--- src/rtl/lbc_pkg.sv ---
`timescale 1ns / 1ps
// Shared types and constants for the LED blink controller.
// No dependencies; used by lbc_led_lane and led_blink_controller_unit.
package lbc_pkg;

    localparam int LED_COUNT_DEF  = 2;
    localparam int SCAN_TICKS_DEF = 5;
    localparam int LED_MAX        = 4;
    localparam int INDEX_W        = 2;
    localparam int TIME_W         = 16;
    localparam int COUNT_W        = 17;
    localparam int PRESCALE_W     = 3;
    localparam int LIT_W          = 2;
    localparam int IN_DATA_W      = 40;
    localparam int OUT_DATA_W     = 8;

    typedef enum logic [1:0] {
        OP_TICK  = 2'd0,
        OP_ON    = 2'd1,
        OP_OFF   = 2'd2,
        OP_BLINK = 2'd3
    } op_t;

    typedef enum logic [1:0] {
        MODE_OFF   = 2'd0,
        MODE_ON    = 2'd1,
        MODE_BLINK = 2'd2
    } mode_t;

    typedef struct packed {
        logic scan;
        logic write;
        op_t  op;
    } lane_ctrl_t;

endpackage

--- src/rtl/lbc_led_lane.sv ---
`timescale 1ns / 1ps
// State and scan logic for one LED: mode, blink phase, phase counter, drive.
// Depends on lbc_pkg.
module lbc_led_lane #(
    parameter int SCAN_TICKS = lbc_pkg::SCAN_TICKS_DEF
) (
    input  logic                      clk,
    input  logic                      rst_n,
    input  lbc_pkg::lane_ctrl_t       ctrl,
    input  logic [lbc_pkg::TIME_W-1:0] on_time,
    input  logic [lbc_pkg::TIME_W-1:0] off_time,
    output logic                      drive_next
);

    lbc_pkg::mode_t                    mode_reg, mode_next;
    logic                              phase_on_reg, phase_on_next;
    logic [lbc_pkg::COUNT_W-1:0]       count_reg, count_next;
    logic [lbc_pkg::TIME_W-1:0]        lit_dur_reg, lit_dur_next;
    logic [lbc_pkg::TIME_W-1:0]        dark_dur_reg, dark_dur_next;
    logic                              drive_reg;
    logic [lbc_pkg::COUNT_W:0]         count_sum;
    logic [lbc_pkg::COUNT_W-1:0]       count_sat;
    logic                              scan_lit;

    always_comb
    begin
        count_sum = {1'b0, count_reg} + (lbc_pkg::COUNT_W + 1)'(SCAN_TICKS);
        count_sat = count_sum[lbc_pkg::COUNT_W] ? '1 : count_sum[lbc_pkg::COUNT_W-1:0];

        mode_next     = mode_reg;
        phase_on_next = phase_on_reg;
        count_next    = count_reg;
        lit_dur_next  = lit_dur_reg;
        dark_dur_next = dark_dur_reg;
        scan_lit      = 1'b0;

        if (ctrl.scan)
        begin
            unique case (mode_reg)
                lbc_pkg::MODE_ON:
                begin
                    scan_lit = 1'b1;
                end
                lbc_pkg::MODE_BLINK:
                begin
                    count_next = count_sat;
                    if (phase_on_reg)
                    begin
                        scan_lit = 1'b1;
                        if (count_sat >= lbc_pkg::COUNT_W'(lit_dur_reg))
                        begin
                            phase_on_next = 1'b0;
                            count_next    = '0;
                        end
                    end
                    else if (count_sat >= lbc_pkg::COUNT_W'(dark_dur_reg))
                    begin
                        phase_on_next = 1'b1;
                        count_next    = '0;
                    end
                end
                default:
                begin
                    scan_lit = 1'b0;
                end
            endcase
        end
        else if (ctrl.write)
        begin
            unique case (ctrl.op)
                lbc_pkg::OP_ON:
                begin
                    mode_next = lbc_pkg::MODE_ON;
                end
                lbc_pkg::OP_OFF:
                begin
                    mode_next = lbc_pkg::MODE_OFF;
                end
                lbc_pkg::OP_BLINK:
                begin
                    mode_next     = lbc_pkg::MODE_BLINK;
                    phase_on_next = 1'b1;
                    count_next    = '0;
                    lit_dur_next  = on_time;
                    dark_dur_next = off_time;
                end
                default:
                begin
                    mode_next = mode_reg;
                end
            endcase
        end

        drive_next = ctrl.scan ? scan_lit : drive_reg;
    end

    always_ff @(posedge clk or negedge rst_n)
    begin
        if (!rst_n)
        begin
            mode_reg     <= lbc_pkg::MODE_OFF;
            phase_on_reg <= 1'b0;
            count_reg    <= '0;
            lit_dur_reg  <= '0;
            dark_dur_reg <= '0;
            drive_reg    <= 1'b0;
        end
        else
        begin
            mode_reg     <= mode_next;
            phase_on_reg <= phase_on_next;
            count_reg    <= count_next;
            lit_dur_reg  <= lit_dur_next;
            dark_dur_reg <= dark_dur_next;
            drive_reg    <= drive_next;
        end
    end

endmodule

--- src/rtl/led_blink_controller_unit.sv ---
`timescale 1ns / 1ps
// Top level of the LED blink controller: tick prescaler, command decode,
// one lane per LED and the result register. Depends on lbc_pkg, lbc_led_lane.
//
//  channel  | dir | tdata                                  | tuser
//  s_axis   | in  | led_index[1:0] on_time[17:2] off_time[33:18] | opcode[1:0]
//  m_axis   | out | led_lit[1:0]                           | status[0] drive_updated[1]
//
// One item per cycle while ready: each item updates the LED lanes and loads the
// result register at the edge it is accepted, so its result is valid the next
// cycle. The result register frees when taken; s_axis_tready stays high while it
// is empty or being taken in the same cycle. Reset leaves all LEDs off and dark.
module led_blink_controller_unit #(
    parameter int LED_COUNT  = lbc_pkg::LED_COUNT_DEF,
    parameter int SCAN_TICKS = lbc_pkg::SCAN_TICKS_DEF
) (
    input  logic                           clk,
    input  logic                           rst_n,
    input  logic                           s_axis_tvalid,
    output logic                           s_axis_tready,
    // led_index[1:0], on_time[17:2], off_time[33:18], zero fill
    input  logic [lbc_pkg::IN_DATA_W-1:0]  s_axis_tdata,
    // opcode[1:0]
    input  logic [1:0]                     s_axis_tuser,
    output logic                           m_axis_tvalid,
    input  logic                           m_axis_tready,
    // led_lit[1:0], zero fill
    output logic [lbc_pkg::OUT_DATA_W-1:0] m_axis_tdata,
    // status[0], drive_updated[1]
    output logic [1:0]                     m_axis_tuser
);

    logic                              accept;
    lbc_pkg::op_t                      op;
    logic [lbc_pkg::INDEX_W-1:0]       led_index;
    logic [lbc_pkg::TIME_W-1:0]        on_time;
    logic [lbc_pkg::TIME_W-1:0]        off_time;
    logic                              is_tick;
    logic                              index_ok;
    logic                              scan;
    logic [lbc_pkg::PRESCALE_W-1:0]    prescale_reg, prescale_next;
    logic [lbc_pkg::PRESCALE_W-1:0]    prescale_inc;
    logic [LED_COUNT-1:0]              lit_vec;
    logic [lbc_pkg::LED_MAX-1:0]       lit_wide;
    logic                              out_valid_reg;
    logic                              status_reg, status_next;
    logic                              updated_reg, updated_next;
    logic [lbc_pkg::LIT_W-1:0]         lit_reg;

    assign s_axis_tready = !out_valid_reg || m_axis_tready;
    assign accept        = s_axis_tvalid && s_axis_tready;

    assign op        = lbc_pkg::op_t'(s_axis_tuser);
    assign led_index = s_axis_tdata[lbc_pkg::INDEX_W-1:0];
    assign on_time   = s_axis_tdata[lbc_pkg::INDEX_W +: lbc_pkg::TIME_W];
    assign off_time  = s_axis_tdata[lbc_pkg::INDEX_W + lbc_pkg::TIME_W +: lbc_pkg::TIME_W];

    assign is_tick  = (op == lbc_pkg::OP_TICK);
    assign index_ok = (32'(led_index) < LED_COUNT);

    always_comb
    begin
        prescale_inc  = prescale_reg + 1'b1;
        scan          = 1'b0;
        prescale_next = prescale_reg;
        if (accept && is_tick)
        begin
            if (32'(prescale_inc) >= SCAN_TICKS)
            begin
                prescale_next = '0;
                scan          = 1'b1;
            end
            else
            begin
                prescale_next = prescale_inc;
            end
        end
    end

    for (genvar i = 0; i < LED_COUNT; i++)
    begin : g_lane
        lbc_pkg::lane_ctrl_t lane_ctrl;

        assign lane_ctrl.scan  = scan;
        assign lane_ctrl.write = accept && !is_tick && index_ok
                                 && (led_index == lbc_pkg::INDEX_W'(i));
        assign lane_ctrl.op    = op;

        lbc_led_lane #(
            .SCAN_TICKS (SCAN_TICKS)
        ) u_lane (
            .clk        (clk),
            .rst_n      (rst_n),
            .ctrl       (lane_ctrl),
            .on_time    (on_time),
            .off_time   (off_time),
            .drive_next (lit_vec[i])
        );
    end

    assign lit_wide     = lbc_pkg::LED_MAX'(lit_vec);
    assign status_next  = !is_tick && !index_ok;
    assign updated_next = scan;

    always_ff @(posedge clk or negedge rst_n)
    begin
        if (!rst_n)
        begin
            prescale_reg  <= '0;
            out_valid_reg <= 1'b0;
        end
        else
        begin
            prescale_reg <= prescale_next;
            if (accept)
            begin
                out_valid_reg <= 1'b1;
            end
            else if (m_axis_tready)
            begin
                out_valid_reg <= 1'b0;
            end
        end
    end

    always_ff @(posedge clk)
    begin
        if (accept)
        begin
            status_reg  <= status_next;
            updated_reg <= updated_next;
            lit_reg     <= lit_wide[lbc_pkg::LIT_W-1:0];
        end
    end

    assign m_axis_tvalid = out_valid_reg;
    assign m_axis_tdata  = lbc_pkg::OUT_DATA_W'(lit_reg);
    assign m_axis_tuser  = {updated_reg, status_reg};

endmodule
--- config.mk ---
export PLATFORM = sky130hd
export DESIGN_NAME = led_blink_controller_unit
export DESIGN_NICKNAME = d
export VERILOG_FILES = /design/src/rtl/lbc_pkg.sv /design/src/rtl/lbc_led_lane.sv /design/src/rtl/led_blink_controller_unit.sv
export SDC_FILE = /design/constraint.sdc
export NUM_CORES = 1
export LEC_CHECK = 0
export CAP_MARGIN = 20
export CORE_ASPECT_RATIO = 0.8
export CORE_MARGIN = 5
export CORE_UTILIZATION = 35
export DETAILED_ROUTE_END_ITERATION = 10
export DONT_BUFFER_PORTS = 1
export PLACE_DENSITY = 0.56
export REMOVE_ABC_BUFFERS = 1
export SLEW_MARGIN = 5
export SYNTH_ARGS = -nofsm -noshare
export SYNTH_HDL_FRONTEND = slang
export SYNTH_HIERARCHICAL = 1
export SYNTH_SLANG_ARGS = --single-unit
--- constraint.sdc ---
create_clock -name clk -period 6.5 [get_ports clk]
set_input_delay 0.325 -clock clk [delete_from_list [all_inputs] [get_ports clk]]
set_output_delay 0.325 -clock clk [all_outputs]
set_load 0.1 [all_outputs]
* Yosys cells after proc, flatten, opt, wreduce, memory -nomap -nowiden
Cells that the tools add are included.
** Storage, ports and cells
- Register bits after elaboration :: 114
- Input bits :: 46
- Output and inout bits :: 12
** Cells by class
- Add/subtract/negate cells :: 3
- Order comparisons :: 6
- Equality and inequality tests :: 10
- Muxes and demuxes :: 40
- Bitwise operators :: 1
- Reductions and logical operators :: 24
** Operator list (count)
- two-way mux 17 bit :: 15
- >= comparator 17 x 16 -> 1 bit :: 4
- adder 17 x 3 -> 18 bit (second input constant) :: 2
- two-way mux 1 bit :: 21
- AND reduction 3 bit :: 6
- == test 2 x 1 -> 1 bit (second input constant) :: 4
- == test 2 bit (second input constant) :: 4
- nonzero test 2 bit :: 4
- logical AND 1 bit :: 7
- one-hot mux 2 bit (3 select lines) :: 1
- zero test 2 bit :: 2
- inequality test 2 x 1 -> 1 bit (second input constant) :: 2
- one-hot mux 1 bit (2 select lines) :: 2
- adder 3 x 1 -> 3 bit (second input constant) :: 1
- >= comparator 3 bit (second input constant) :: 1
- zero test 1 bit :: 3
- two-way mux 3 bit :: 1
- nonzero test 3 bit :: 1
- less-than comparator 2 bit (second input constant) :: 1
- logical OR 1 bit :: 1
- NOT 1 bit :: 1

* Longest topological paths before layout
- Word-level depth :: 8
- Gate-level depth with buffers :: 15
- Depth with buffers taken out :: 13

* Hierarchy
The synthesis kept the hierarchy.
** By module, submodules not included
- lbc_led_lane at g_lane[1].u_lane :: instances 1, cells each 334, area an instance 3304.4 um^2, seq. area each 1326.3 um^2
- lbc_led_lane at g_lane[0].u_lane :: instances 1, cells each 298, area an instance 3161.8 um^2, seq. area each 1326.3 um^2
- led_blink_controller_unit :: instances 1, cells each 41, area an instance 459.2 um^2, seq. area each 220.2 um^2

* Worst setup path after synthesis
Ideal clock, no wire load.
- Path type :: reg-to-reg
- Start point :: reg out_valid_reg (netlist: m_axis_tvalid)
- End point :: reg g_lane[0].u_lane/dark_dur_reg[12] (netlist name)
- Arrival :: 3.248 ns
- Required time :: 6.375 ns
- Setup slack :: 3.127 ns
- Stages on the path, launching flop included :: 8
- Path buffers :: 1
- Clock period less this slack :: 3.373 ns
- Cell sequence :: dfrtp_1 > nand2b_2 > nand3_1 > nor3_1 > nor2b_1 > nand3_1 > clkbuf_1 > mux2_2
** RTL lines
- start: declaration :: line led_blink_controller_unit.sv:45 : logic out_valid_reg;
- start signal: assignment :: line led_blink_controller_unit.sv:110 : out_valid_reg <= 1'b0;
- start signal: assignment :: line led_blink_controller_unit.sv:117 : out_valid_reg <= 1'b1;
- start signal: assignment :: line led_blink_controller_unit.sv:121 : out_valid_reg <= 1'b0;
- end signal: assignment :: line lbc_led_lane.sv:114 : dark_dur_reg <= dark_dur_next;
- end: declaration :: line lbc_led_lane.sv:19 : logic [lbc_pkg::TIME_W-1:0] dark_dur_reg, dark_dur_next;

* Worst setup path in the final report
- Start point :: reg g_lane[0].u_lane/count_reg[4] (netlist name)
- End point :: reg g_lane[0].u_lane/count_reg[2] (netlist name)
** Between the ends
- Longest elaborated chain between the ends :: 7
** Ends and longest elaborated chain
- start: declaration :: line lbc_led_lane.sv:17 : logic [lbc_pkg::COUNT_W-1:0] count_reg, count_next;
- start signal: assignment :: line lbc_led_lane.sv:112 : count_reg <= count_next;
- adder 17 x 3 -> 18 bit (*) :: line lbc_led_lane.sv:27 : count_sum = {1'b0, count_reg} + (lbc_pkg::COUNT_W + 1)'(SCAN_TICKS);
- two-way mux 17 bit (*) :: line lbc_led_lane.sv:28 : count_sat = count_sum[lbc_pkg::COUNT_W] ? '1 : count_sum[lbc_pkg::COUNT_W-1:0];
- >= comparator 17 x 16 -> 1 bit (on tied branches) :: line lbc_led_lane.sv:56, lbc_led_lane.sv:50
- two-way mux 17 bit (on tied branches) :: line lbc_led_lane.sv:56, lbc_led_lane.sv:50
- two-way mux 17 bit (*) :: line lbc_led_lane.sv:47 : if (phase_on_reg)
- two-way mux 17 bit (*) :: line lbc_led_lane.sv:39 : unique case (mode_reg)
- two-way mux 17 bit (*) :: line lbc_led_lane.sv:37 : if (ctrl.scan)
Every way passes the cells marked *; elsewhere a longest branch is shown, timed or not. The select of a mux whose other input is x is not followed.
A chain may end at the register's enable or synchronous reset.

==> impl_metrics.yaml <==
status:
  status: "finished clean"
hold_path:
  holdPathEnd: "g_lane[0].u_lane/dark_dur_reg[0]"
  min-delay-start: "s_axis_tdata[18]"
  worst_hold_path_type: "primary input to register"
  holdPathStages: 1
sta:
  slew_violations: 0
  finalHoldViolCount: 0
  setup_tns_ps: 0
  rsz0062_at_grt: "no"
  tightest_slew_ps: 1030
  finalClockSkew_ps: 14.2
  setup_ws_ps: 2450
  setup_violations: 0
  slew_headroom_pct: 30.1
  post-route-min-period_ps: 4050
  clock.fmax_ghz: 0.247
  timing.final.crit_share_pct: 62.4
floorplan:
  row_count: 46
  die_area_sq_um: 22700
  fp.coreArea_sq_um: 19600
  ios: 58
  initial_core_util_pct: 35.3
  die_height_um: 136
  die_w_um: 167
placed_design:
  dp_hpwl_um: 12300
  port_buffers: 0
  globalplace.congestion: 0.906
  pre_cts_slack_ps: 2460
route:
  first_pass_iters: 5
  drt-initial-drc-count: 465
  vias_per_cell: 5.29
  met1_length_um: 7700
  wl_met3_um: 1710
  dr_wl_met2_um: 6910
  drcViolationCount: 0
  ant_nets: 0
  vias: 5048
  highest_layer: "met5"
  wirelength_um: 16700
  wl_per_cell_um: 17.4
setup_path:
  cp-end-kind: "register"
  ff2ff_setup_slack_ps: 2450
  worstPathArrival_ps: 4400
  critPathLaunchType: "register"
  critPathMaxFanout: 16
  r2r_start: "g_lane[0].u_lane/count_reg[4]"
  reg2reg_depth: 11
  required_ps: 6850
  r2r-end: "g_lane[0].u_lane/count_reg[2]"
  critPathKind: "register to register"
clock_tree:
  clockRootBuffer: "clkbuf_16"
  path_clk_slew_ps: 60
  clkLatencyLatePin_ps: 420
  clockBufferDepth: 2
  cts_tree: "yes"
  numClockSinks: 114
  numCtsBuffers: 17
  htreeDepth: 4
  ctsResizeCount: 0
global_routing:
  grt_max_degree: 111
  grt_usage_pct: 15.0
  antenna_found_initial: 1
  overflow: 0
  grt_pass1_vias: 5122
  grt_pass1_wl_um: 26900
cells_and_area:
  layout_common_cells: "110 x dfrtp_1, 74 x inv_1, 72 x ha_1, 57 x nand2_1, 52 x mux2_2"
  syn_to_final_growth_pct: 13.5
  nets: 796
  final_layout_size_suffix_gt1_share_pct: 15.1
  largest_reg_flops: 34
  mostFrequentLayoutCell: "dfrtp_1"
  diodes: 0
yosys:
  synthXorXnorAreaFrac_pct: 2.40
  synth_area_leaders: "dfrtp_1 40%, ha_1 13%, mux2_2 8.5%"
  yosys_warnings: 6
  synth-edff-count: 4
  synthMuxAreaShare_pct: 11.2
  yosysUniqueCellTypes: 72
  ys_seq_area_share_pct: 41.5
  synth_area_sq_um: 6930
  synth_ff_type: "dfrtp_1"
  syn-instance-count: 673
  yosysTopAreaCell: "dfrtp_1"
  synth_top_family_by_area: "simple AND/OR/NAND/NOR gates"
  yosys.area_share.simple_pct: 14.1
  async_flop_share_pct: 96.5
  synthAdderAreaFrac_pct: 13.0
  ys_seq_elements: 114
  yosys.area.top_type_share_pct: 39.7
  synth_compound_area_share_pct: 11.7
  postSynthAreaPerCell_sq_um: 10.3
power_and_ir_drop:
  total_power_w: 0.00248
  power_leakage_nw: 3.78
  powerDensity_nw_per_um2: 315
  ir_drop_mv: 0.177
job:
  max-cap-violations: 0
layer usage:
| metal | global-route usage (%) | vias up |
|---|---|---|
| met5 | 0 | - |
| met4 | 5.00 | 2 |
| met3 | 6.69 | 27 |
| met2 | 21.8 | 165 |
| met1 | 20.0 | 2451 |
| li1 | - | 2403 |
synthesized netlist by cell type (3+ instances only):
| library cell | instances |
|---|---|
| xor2_1 | 10 |
| a21oi_1 | 31 |
| and2_1 | 6 |
| and4_1 | 3 |
| edfxtp_1 | 4 |
| a31oi_1 | 5 |
| nand2_1 | 57 |
| nor2b_1 | 5 |
| and3_1 | 8 |
| nor3_1 | 6 |
| nor4b_1 | 3 |
| clkbuf_1 | 12 |
| nor3b_1 | 3 |
| nand2b_1 | 6 |
| nor4_1 | 3 |
| a22o_1 | 16 |
| dfrtp_1 | 110 |
| o211ai_1 | 4 |
| nand4_1 | 12 |
| o21ai_1 | 19 |
| nand3_1 | 36 |
| ha_1 | 72 |
| buf_4 | 9 |
| o21a_1 | 7 |
| mux2_2 | 52 |
| nor2_1 | 15 |
| o21ai_0 | 11 |
| xnor2_1 | 9 |
| inv_1 | 74 |
| mux2_1 | 14 |
| a21o_1 | 5 |
stage by stage:
stage / instance area, sq um / hold slack (ps) / std cells / util [%]
floorplan: 6810 / 29.4 / 653 / -
global placement: 7160 / 37.9 / 919 / 36.5
detailed placement: 7160 / 38.8 / 919 / 36.5
CTS: 7860 / 17.5 / 955 / 40.0
global route: 7860 / 20.8 / 955 / 40.0
finish: 7860 / 36.2 / 955 / 40.0
how the worst max path moves through the flow:
| stage | from | end | slack (ps) | cells after the start |
|---|---|---|---|---|
| after floorplan | m_axis_tvalid | g_lane[0].u_lane/dark_dur_reg[0] | 2670 | 6 |
| after global placement | m_axis_tvalid | g_lane[0].u_lane/dark_dur_reg[1] | 2530 | 6 |
| after detailed placement | m_axis_tvalid | g_lane[0].u_lane/dark_dur_reg[5] | 2460 | 6 |
| after CTS | m_axis_tvalid | g_lane[0].u_lane/dark_dur_reg[5] | 2410 | 6 |
| after global routing | g_lane[0].u_lane/count_reg[4] | g_lane[0].u_lane/count_reg[2] | 2000 | 11 |
| final | g_lane[0].u_lane/count_reg[4] | g_lane[0].u_lane/count_reg[2] | 2450 | 11 |
timing repair:
| action | in CTS | in global routing |
|---|---|---|
| setup buffers | 0 | 0 |
| hold buffers | 4 | 0 |
| hold endpoints to repair | 113 | 0 |
cell type report:
class	count	area [sq um]
Multi-Input combinational cell	465	3670
Fill cell	1866	11800
Clock inverter	12	181
Tap cell	264	330
Clock buffer	20	457
Sequential cell	114	2870
Timing Repair Buffer	6	72.6
Inverter	74	278
worst max-delay path: stages (launching register included):
cell and delay (ps):
dfrtp_1 430, nand4_2 210, nor2_1 440, nand2_1 430
nand2_1 250, ha_1 290, a21oi_1 170, a21boi_1 90
o311ai_0 690, nand4b_1 260, a21oi_4 490, a22o_1 230
where the power goes:
| part | leakage, nW | switching (W) | internal, W |
|---|---|---|---|
| registers | 1.48 | 0.000102 | 0.000834 |
| clock network | 0.299 | 0.000345 | 0.000663 |
| logic | 2.00 | 0.000306 | 0.000230 |
kinds of logic (layout without fill, tap and decap cells):
group / Yosys count / in the layout
compound gates: 121 / 121
xor+xnor: 19 / 19
fa+ha+maj: 72 / 72
buf+inv: 99 / 112
flops: 114 / 114
mux: 69 / 69
other cells: 1 / 6
simple gates: 178 / 178
Power figures use the tool's default switching activity.
